File: src/rtl/ksu_pkg.sv
// ksu_pkg: shared constants for the keyword spotter.
// Fixed keyword table, config register indexes, ASCII folding constants.
// No dependencies.
package ksu_pkg;

  localparam int FIXED_COUNT = 10;
  localparam int FIXED_MAX   = 12;   // longest fixed keyword, bytes
  localparam int EXTRA_MAX   = 16;   // longest extra keyword, bytes

  // Config register indexes
  localparam logic [1:0] CFG_EXTRA_LOW  = 2'd0;
  localparam logic [1:0] CFG_EXTRA_HIGH = 2'd1;
  localparam logic [1:0] CFG_EXTRA_LEN  = 2'd2;

  // ASCII case folding
  localparam logic [7:0] ASCII_UPPER_A = 8'h41;
  localparam logic [7:0] ASCII_UPPER_Z = 8'h5A;
  localparam logic [7:0] ASCII_CASE    = 8'h20;

  // Keyword bytes, first byte in bits 7:0; ASCII ones stored lower case.
  localparam logic [FIXED_MAX*8-1:0] FIXED_WORDS [FIXED_COUNT] = '{
    96'h0000_0000_0000_0000_6564_6F63,  // code
    96'h0000_0000_0000_0000_0070_746F,  // otp
    96'h0000_0000_0000_7966_6972_6576,  // verify
    96'h6E6F_6974_6163_6966_6972_6576,  // verification
    96'h0000_0000_0000_0000_006E_6970,  // pin
    96'h0000_0000_6472_6F77_7373_6170,  // password
    96'h0000_0000_0000_6477_7373_6170,  // passwd
    96'h0000_0081_A0E7_81AF_E88C_AAE9,  // CJK "verification code"
    96'h0000_0081_A0E7_8CAA_E9A1_A0E6,  // CJK "check code"
    96'h0000_0081_A0E7_8180_E6A8_8AE5   // CJK "dynamic code"
  };

  localparam logic [3:0] FIXED_LENS [FIXED_COUNT] = '{
    4'd4, 4'd3, 4'd6, 4'd12, 4'd3, 4'd8, 4'd6, 4'd9, 4'd9, 4'd9
  };

  // bit k set: keyword k is pure ASCII and matched case-insensitively
  localparam logic [FIXED_COUNT-1:0] FIXED_FOLD = 10'b00_0111_1111;

endpackage

File: src/rtl/keyword_spotter_unit.sv
// keyword_spotter_unit: streaming keyword detector, top level.
// Depends on ksu_pkg (keyword table, register indexes).
//
// Pipeline: a byte is matched from the input register and, if it ends a
//   message, its result beat is then loaded into the result register.
// Throughput: one byte per cycle; the input register and the result
//   register decouple the sides, only a stalled pending result holds input.
// Reset (rst_ni low, async): window, found flag, pipeline valids and the
//   extra keyword registers all clear; the extra keyword starts disabled.
module keyword_spotter_unit #(
  parameter int WINDOW_BYTES = 16
) (
  input  logic        clk_i,
  input  logic        rst_ni,
  // byte stream in
  input  logic        in_valid_i,
  output logic        in_stall_o,
  input  logic [7:0]  text_byte_i,
  input  logic        last_byte_i,
  // result out
  output logic        out_valid_o,
  input  logic        out_stall_i,
  output logic        keyword_found_o,
  // config writes
  input  logic        cfg_valid_i,
  output logic        cfg_ready_o,
  input  logic [1:0]  cfg_index_i,
  input  logic [63:0] cfg_data_i
);

  localparam int XMAX = ksu_pkg::EXTRA_MAX;
  localparam int FCNT = ksu_pkg::FIXED_COUNT;
  localparam int FMAX = ksu_pkg::FIXED_MAX;

  function automatic logic [7:0] fold_byte(input logic [7:0] c);
    if (c >= ksu_pkg::ASCII_UPPER_A && c <= ksu_pkg::ASCII_UPPER_Z) begin
      return c + ksu_pkg::ASCII_CASE;
    end
    return c;
  endfunction

  // ---------------------------------------------------------------------------
  // Config registers. Writes always complete.
  // ---------------------------------------------------------------------------
  logic [63:0] xlow_q, xhigh_q;
  logic [4:0]  xlen_q;

  assign cfg_ready_o = 1'b1;

  always_ff @(posedge clk_i or negedge rst_ni) begin
    if (!rst_ni) begin
      xlow_q  <= '0;
      xhigh_q <= '0;
      xlen_q  <= '0;
    end else if (cfg_valid_i) begin
      case (cfg_index_i)
        ksu_pkg::CFG_EXTRA_LOW:  xlow_q  <= cfg_data_i;
        ksu_pkg::CFG_EXTRA_HIGH: xhigh_q <= cfg_data_i;
        ksu_pkg::CFG_EXTRA_LEN:  xlen_q  <= cfg_data_i[4:0];
        default: ;  // unmapped index, ignored
      endcase
    end
  end

  // ---------------------------------------------------------------------------
  // Input register stage
  // ---------------------------------------------------------------------------
  logic       s1_valid_q;
  logic [7:0] s1_byte_q;
  logic       s1_last_q;
  logic       out_valid_q;
  logic       found_out_q;
  logic       advance;
  logic       in_fire;

  // s1 moves on unless a finished result is stuck at the output
  assign advance    = s1_valid_q && (!out_valid_q || !out_stall_i);
  assign in_stall_o = s1_valid_q && !advance;
  assign in_fire    = in_valid_i && !in_stall_o;

  always_ff @(posedge clk_i or negedge rst_ni) begin
    if (!rst_ni) begin
      s1_valid_q <= 1'b0;
    end else if (in_fire) begin
      s1_valid_q <= 1'b1;
    end else if (advance) begin
      s1_valid_q <= 1'b0;
    end
  end

  always_ff @(posedge clk_i) begin
    if (in_fire) begin
      s1_byte_q <= text_byte_i;
      s1_last_q <= last_byte_i;
    end
  end

  // ---------------------------------------------------------------------------
  // Byte window: entry 0 newest. Unused entries hold zero, and no keyword
  // contains a zero byte, so no separate fill count is needed.
  // ---------------------------------------------------------------------------
  logic [7:0] win_q [WINDOW_BYTES];
  logic [7:0] win_d [WINDOW_BYTES];
  logic       found_q;
  logic       hit;

  always_comb begin
    win_d[0] = s1_byte_q;
    for (int j = 1; j < WINDOW_BYTES; j++) begin
      win_d[j] = win_q[j-1];
    end
  end

  // Comparison view of the window padded to the longest keyword; entries past
  // the window read zero, so a keyword longer than the window never matches.
  logic [7:0] pad  [XMAX];
  logic [7:0] padf [XMAX];

  for (genvar j = 0; j < XMAX; j++) begin : g_pad
    if (j < WINDOW_BYTES) begin : g_in
      assign pad[j] = win_d[j];
    end else begin : g_out
      assign pad[j] = '0;
    end
    assign padf[j] = fold_byte(pad[j]);
  end

  always_ff @(posedge clk_i or negedge rst_ni) begin
    if (!rst_ni) begin
      for (int j = 0; j < WINDOW_BYTES; j++) begin
        win_q[j] <= '0;
      end
      found_q <= 1'b0;
    end else if (advance) begin
      if (s1_last_q) begin
        // message done: start the next one from an empty window
        for (int j = 0; j < WINDOW_BYTES; j++) begin
          win_q[j] <= '0;
        end
        found_q <= 1'b0;
      end else begin
        win_q   <= win_d;
        found_q <= found_q | hit;
      end
    end
  end

  // ---------------------------------------------------------------------------
  // Fixed keywords: each checked as ending on the newest byte.
  // ---------------------------------------------------------------------------
  logic fixed_hit;

  always_comb begin
    logic       ok;
    logic [7:0] a;
    fixed_hit = 1'b0;
    for (int k = 0; k < FCNT; k++) begin
      ok = 1'b1;
      for (int i = 0; i < FMAX; i++) begin
        if (i < int'(ksu_pkg::FIXED_LENS[k])) begin
          a = ksu_pkg::FIXED_FOLD[k] ? padf[int'(ksu_pkg::FIXED_LENS[k]) - 1 - i]
                                     : pad[int'(ksu_pkg::FIXED_LENS[k]) - 1 - i];
          if (a != ksu_pkg::FIXED_WORDS[k][8*i +: 8]) ok = 1'b0;
        end
      end
      fixed_hit = fixed_hit | ok;
    end
  end

  // ---------------------------------------------------------------------------
  // Extra keyword: effective length stops at the first zero byte and at 16.
  // Any byte within the effective length with bit 7 set turns case folding off.
  // ---------------------------------------------------------------------------
  logic [XMAX*8-1:0] xword;
  logic [7:0]        xw  [XMAX];
  logic [7:0]        xwf [XMAX];
  logic [4:0]        len_c;
  logic [4:0]        xeff;
  logic              xfold;

  assign xword = {xhigh_q, xlow_q};
  assign len_c = (xlen_q > 5'(XMAX)) ? 5'(XMAX) : xlen_q;

  always_comb begin
    logic stop;
    stop  = 1'b0;
    xeff  = '0;
    xfold = 1'b1;
    for (int i = 0; i < XMAX; i++) begin
      xw[i]  = xword[8*i +: 8];
      xwf[i] = fold_byte(xw[i]);
      if (!stop && (5'(i) < len_c) && (xw[i] != 8'h00)) begin
        xeff = xeff + 5'd1;
        if (xw[i][7]) xfold = 1'b0;
      end else begin
        stop = 1'b1;
      end
    end
  end

  // Match for every candidate length, then pick the effective one.
  logic [XMAX:0] xlen_hit;
  logic          extra_hit;

  always_comb begin
    logic       ok;
    logic [7:0] a;
    logic [7:0] b;
    xlen_hit[0] = 1'b0;  // empty keyword is disabled
    for (int l = 1; l <= XMAX; l++) begin
      ok = 1'b1;
      for (int i = 0; i < XMAX; i++) begin
        if (i < l) begin
          a = xfold ? padf[l - 1 - i] : pad[l - 1 - i];
          b = xfold ? xwf[i] : xw[i];
          if (a != b) ok = 1'b0;
        end
      end
      xlen_hit[l] = ok;
    end
  end

  assign extra_hit = xlen_hit[xeff];
  assign hit       = fixed_hit | extra_hit;

  // ---------------------------------------------------------------------------
  // Result register: one beat per message, on its last byte.
  // ---------------------------------------------------------------------------
  always_ff @(posedge clk_i or negedge rst_ni) begin
    if (!rst_ni) begin
      out_valid_q <= 1'b0;
    end else if (advance && s1_last_q) begin
      out_valid_q <= 1'b1;
    end else if (!out_stall_i) begin
      out_valid_q <= 1'b0;
    end
  end

  always_ff @(posedge clk_i) begin
    if (advance && s1_last_q) begin
      found_out_q <= found_q | hit;
    end
  end

  assign out_valid_o     = out_valid_q;
  assign keyword_found_o = found_out_q;

endmodule

File: config.mk
export PLATFORM = sky130hd
export DESIGN_NAME = keyword_spotter_unit
export DESIGN_NICKNAME = d
export VERILOG_FILES = /design/src/rtl/ksu_pkg.sv /design/src/rtl/keyword_spotter_unit.sv
export SDC_FILE = /design/constraint.sdc
export NUM_CORES = 1
export LEC_CHECK = 0
export BUFFER_PORTS_ARGS = -buffer_cell sky130_fd_sc_hd__buf_2
export CORE_ASPECT_RATIO = 1.2
export CORE_MARGIN = 2
export CORE_UTILIZATION = 45
export CTS_CLUSTER_DIAMETER = 40
export DETAILED_ROUTE_END_ITERATION = 8
export PLACE_DENSITY_LB_ADDON = 0.2
export SYNTH_ARGS = -nofsm -noshare
export SYNTH_HDL_FRONTEND = slang
export SYNTH_SLANG_ARGS = --single-unit
File: constraint.sdc
create_clock -name clk_i -period 10.75 [get_ports clk_i]
set_input_delay 1.075 -clock clk_i [delete_from_list [all_inputs] [get_ports clk_i]]
set_output_delay 1.075 -clock clk_i [all_outputs]
set_load 0.05 [all_outputs]
==> impl_metrics.py <==
metrics = {
    "detailed_routing": {
        "drt_pass1_iterations": 7,
        "first_iter_violations": 4902,
        "drc": 0,
        "via_per_inst": 6.80,
        "ant_nets": 0,
        "routedWlPerCell_um": 32.5,
        "via_count": 31300,
        "wl_mm": 149,
    },
    "place": {
        "routabilityCongestion": 1.10,
        "dp.final_hpwl_mm": 101,
        "portBuffers": 82,
        "dp_cells": 4518,
        "dp_slack_ns": -0.307,
        "placed_cell_area_mm2": 0.0324,
    },
    "pwr": {
        "total_power_mw": 7.13,
        "vdd_drop_max_mv": 0.327,
        "power_density_mw_per_mm2": 209,
        "leakage_nw": 12.9,
    },
    "setup_path": {
        "cpMostUsedCell": "ha_4",
        "crit_family": "adder cells",
        "slowest_stage": "or4_4",
        "path_class": "reg2reg",
        "path_buf_inv": 4,
        "ff2ff_path_depth": 57,
        "worstSetupEndpointType": "register",
        "critPathRequiredTime_ns": 11.18,
        "worstPathArrival_ns": 10.67,
        "cp_max_fo": 3,
        "cpPeakStageDelay_ns": 0.56,
        "r2r_slack_ns": 0.51,
        "r2r-end": "keyword_found_o",
        "cp-start-kind": "register",
        "timing.rr.start": "xlow_q[9]",
    },
    "yosys": {
        "yosysWarningCount": 0,
        "syn_area_mm2": 0.0307,
        "syn_inst": 3714,
        "synth_adder_area_share_pct": 1.95,
        "synth-xor-area-share_pct": 30.8,
        "ys_async_sr_fraction_pct": 96.2,
        "synth-edff-count": 10,
        "ys_seq_area_share_pct": 21.9,
        "synth_flop_cell": "dfrtp_1",
        "synth_nets": 3841,
        "synthSimpleGateAreaFrac_pct": 21.0,
        "yosysUniqueCellTypes": 111,
        "synth_compound_area_share_pct": 13.1,
        "postSynthAreaPerCell_um2": 8.26,
        "synth-seq-cells": 266,
        "muxShareOfSynthArea_pct": 5.33,
        "synth_top_family_by_area": "XOR/XNOR gates",
    },
    "floorplan": {
        "std_cell_rows": 104,
        "start_util_pct": 45.6,
        "coreArea_mm2": 0.0673,
        "die_w_um": 242,
        "die_h_um": 290,
        "dieArea_mm2": 0.0703,
        "boundaryPins": 84,
    },
    "timing": {
        "fin_crit_ns": 10.24,
        "maxSlewViolCount": 1,
        "finalHoldViolCount": 0,
        "final-setup-viol-count": 0,
        "fmax_ghz": 0.0977,
        "worst_pin_slew_ns": 1.51,
        "slew_headroom_pct": -0.910,
        "skew_ns": 0.0542,
        "hold_ws_ns": 0.504,
        "timing.final.crit_share_pct": 95.3,
        "setup-tns-final_ns": 0,
        "setup_ws_ns": 0.510,
    },
    "final_layout": {
        "final_common_cell": "xor2_1",
        "final_nets": 3792,
        "num-fill-cells": 6511,
        "area_delta_synth_final_pct": 11.2,
        "final_cell_mix": "xor2_1, xnor2_1, dfrtp_1, nand2_1, buf_4",
        "stdcell_count": 4603,
        "regArea_mm2": 0.00671,
        "fin_area_mm2": 0.0341,
        "fin_util_pct": 50.7,
        "multi_input_area_mm2": 0.0225,
        "drive_above_1_share_pct": 17.0,
    },
    "cts": {
        "hold_buffers": 0,
        "clk_pin_slew_ns": 0.06,
        "clock_latency_ns": 0.62,
        "cts_max_path_buffers": 3,
        "numCtsBuffers": 42,
        "cts_tree": "done",
        "clock_sinks": 266,
        "root_buffer": "clkbuf_16",
        "cts_max_level": 2,
    },
    "run_status": {
        "violations": "slew limit",
        "status": "finished with violations",
    },
    "worst_hold_path": {
        "whs_path_depth": 2,
        "hold_start": "pad[116]",
        "hold_class": "reg2reg",
        "holdPathEnd": "pad[116]",
    },
    "flow_run": {
        "maxCapViolations": 0,
    },
    "global_route": {
        "overflow": 0,
        "grt_max_degree": 143,
        "antenna_found_initial": 9,
        "grt_usage_pct": 41.3,
        "grt_pass1_wl_mm": 214,
        "first_global_vias": 29600,
    },
}
==> where the power goes <==
part / internal [mW] / switching, mW / leakage, nW
Sequential: 1.13 / 0.271 / 3.37
Combinational: 1.78 / 2.54 / 8.76
Clock: 0.817 / 0.592 / 0.717
==> logic make-up (layout without fill, tap and decap cells) <==
group	after synthesis	count (layout)
other cells	1	4
compound gates	579	579
flops	266	266
buf+inv	448	433
fa+ha+maj	48	48
xor+xnor	1067	1067
simple gates	1159	1159
mux	146	146
==> registers in the layout, summed over array words and instances (netlist names) <==
name	flops
found_q	1
keyword_found_o	1
out_valid_o	1
pad	120
s1_byte_q	8
s1_last_q	1
s1_valid_q	1
xhigh_q	64
xlen_q	5
xlow_q	64
==> cells in the mapped netlist, drive strengths merged (12+ instances only) <==
cell	count	area, um2
a211oi	13	120
a21oi	110	554
a221oi	20	175
a31oi	46	300
a41oi	35	352
and3	12	80.1
buf	160	743
clkbuf	229	861
dfrtp	256	6410
ha	47	588
inv	59	221
mux2	133	1500
mux2i	13	134
nand2	238	893
nand2b	119	744
nand3	58	295
nand3b	18	135
nand4	165	1050
nor2	123	462
nor3	94	487
nor3b	12	95.1
nor4	209	1330
o21ai	188	945
o22ai	22	138
o31ai	22	206
o41ai	15	259
or2	15	96.4
or4	28	221
xnor2	530	4670
xor2	533	4670
==> worst min-delay path: cells and delay by family, from the launching register on <==
kind,cells,cell delay (ns)
AND/OR/NAND/NOR,1,0.05
flip-flops,1,0.36
AO/OA/AOI/OAI,1,0.06
==> worst max path at each step <==
stage | from | depth (start not counted) | slack (ns) | end
finish | xlow_q[9] | 57 | 0.51 | keyword_found_o
global route | xlow_q[10] | 57 | -0.08 | keyword_found_o
CTS | xlow_q[9] | 57 | 0.01 | keyword_found_o
detailed placement | xlow_q[9] | 57 | -0.31 | keyword_found_o
global placement | xlow_q[9] | 57 | -0.09 | found_q
floorplan | xlow_q[1] | 59 | 0.18 | keyword_found_o
==> what timing repair did <==
item | CTS | global route
endpoints found under the setup margin | 2 | 2
pin swaps | 0 | 19
resized for setup | 4 | 32
buffers inserted | 0 | 4
==> metal layers <==
metal	wire (um)	GRT usage [%]	up-vias
met2	60400	59.2	2566
met1	53800	49.8	14800
met5	36	0	-
met4	14700	31.6	6
li1	-	-	13000
met3	20400	15.3	936
==> final cells by class <==
cell class / instances / area share (%)
inverter: 59 / 0.649
sequential: 266 / 19.7
tap: 901 / 3.31
antenna: 3 / 0.0220
clock inverter: 32 / 1.14
multi-input combinational: 3000 / 66.1
timing repair buffer: 296 / 5.98
clock buffer: 46 / 3.18
Power figures use the tool's default switching activity.
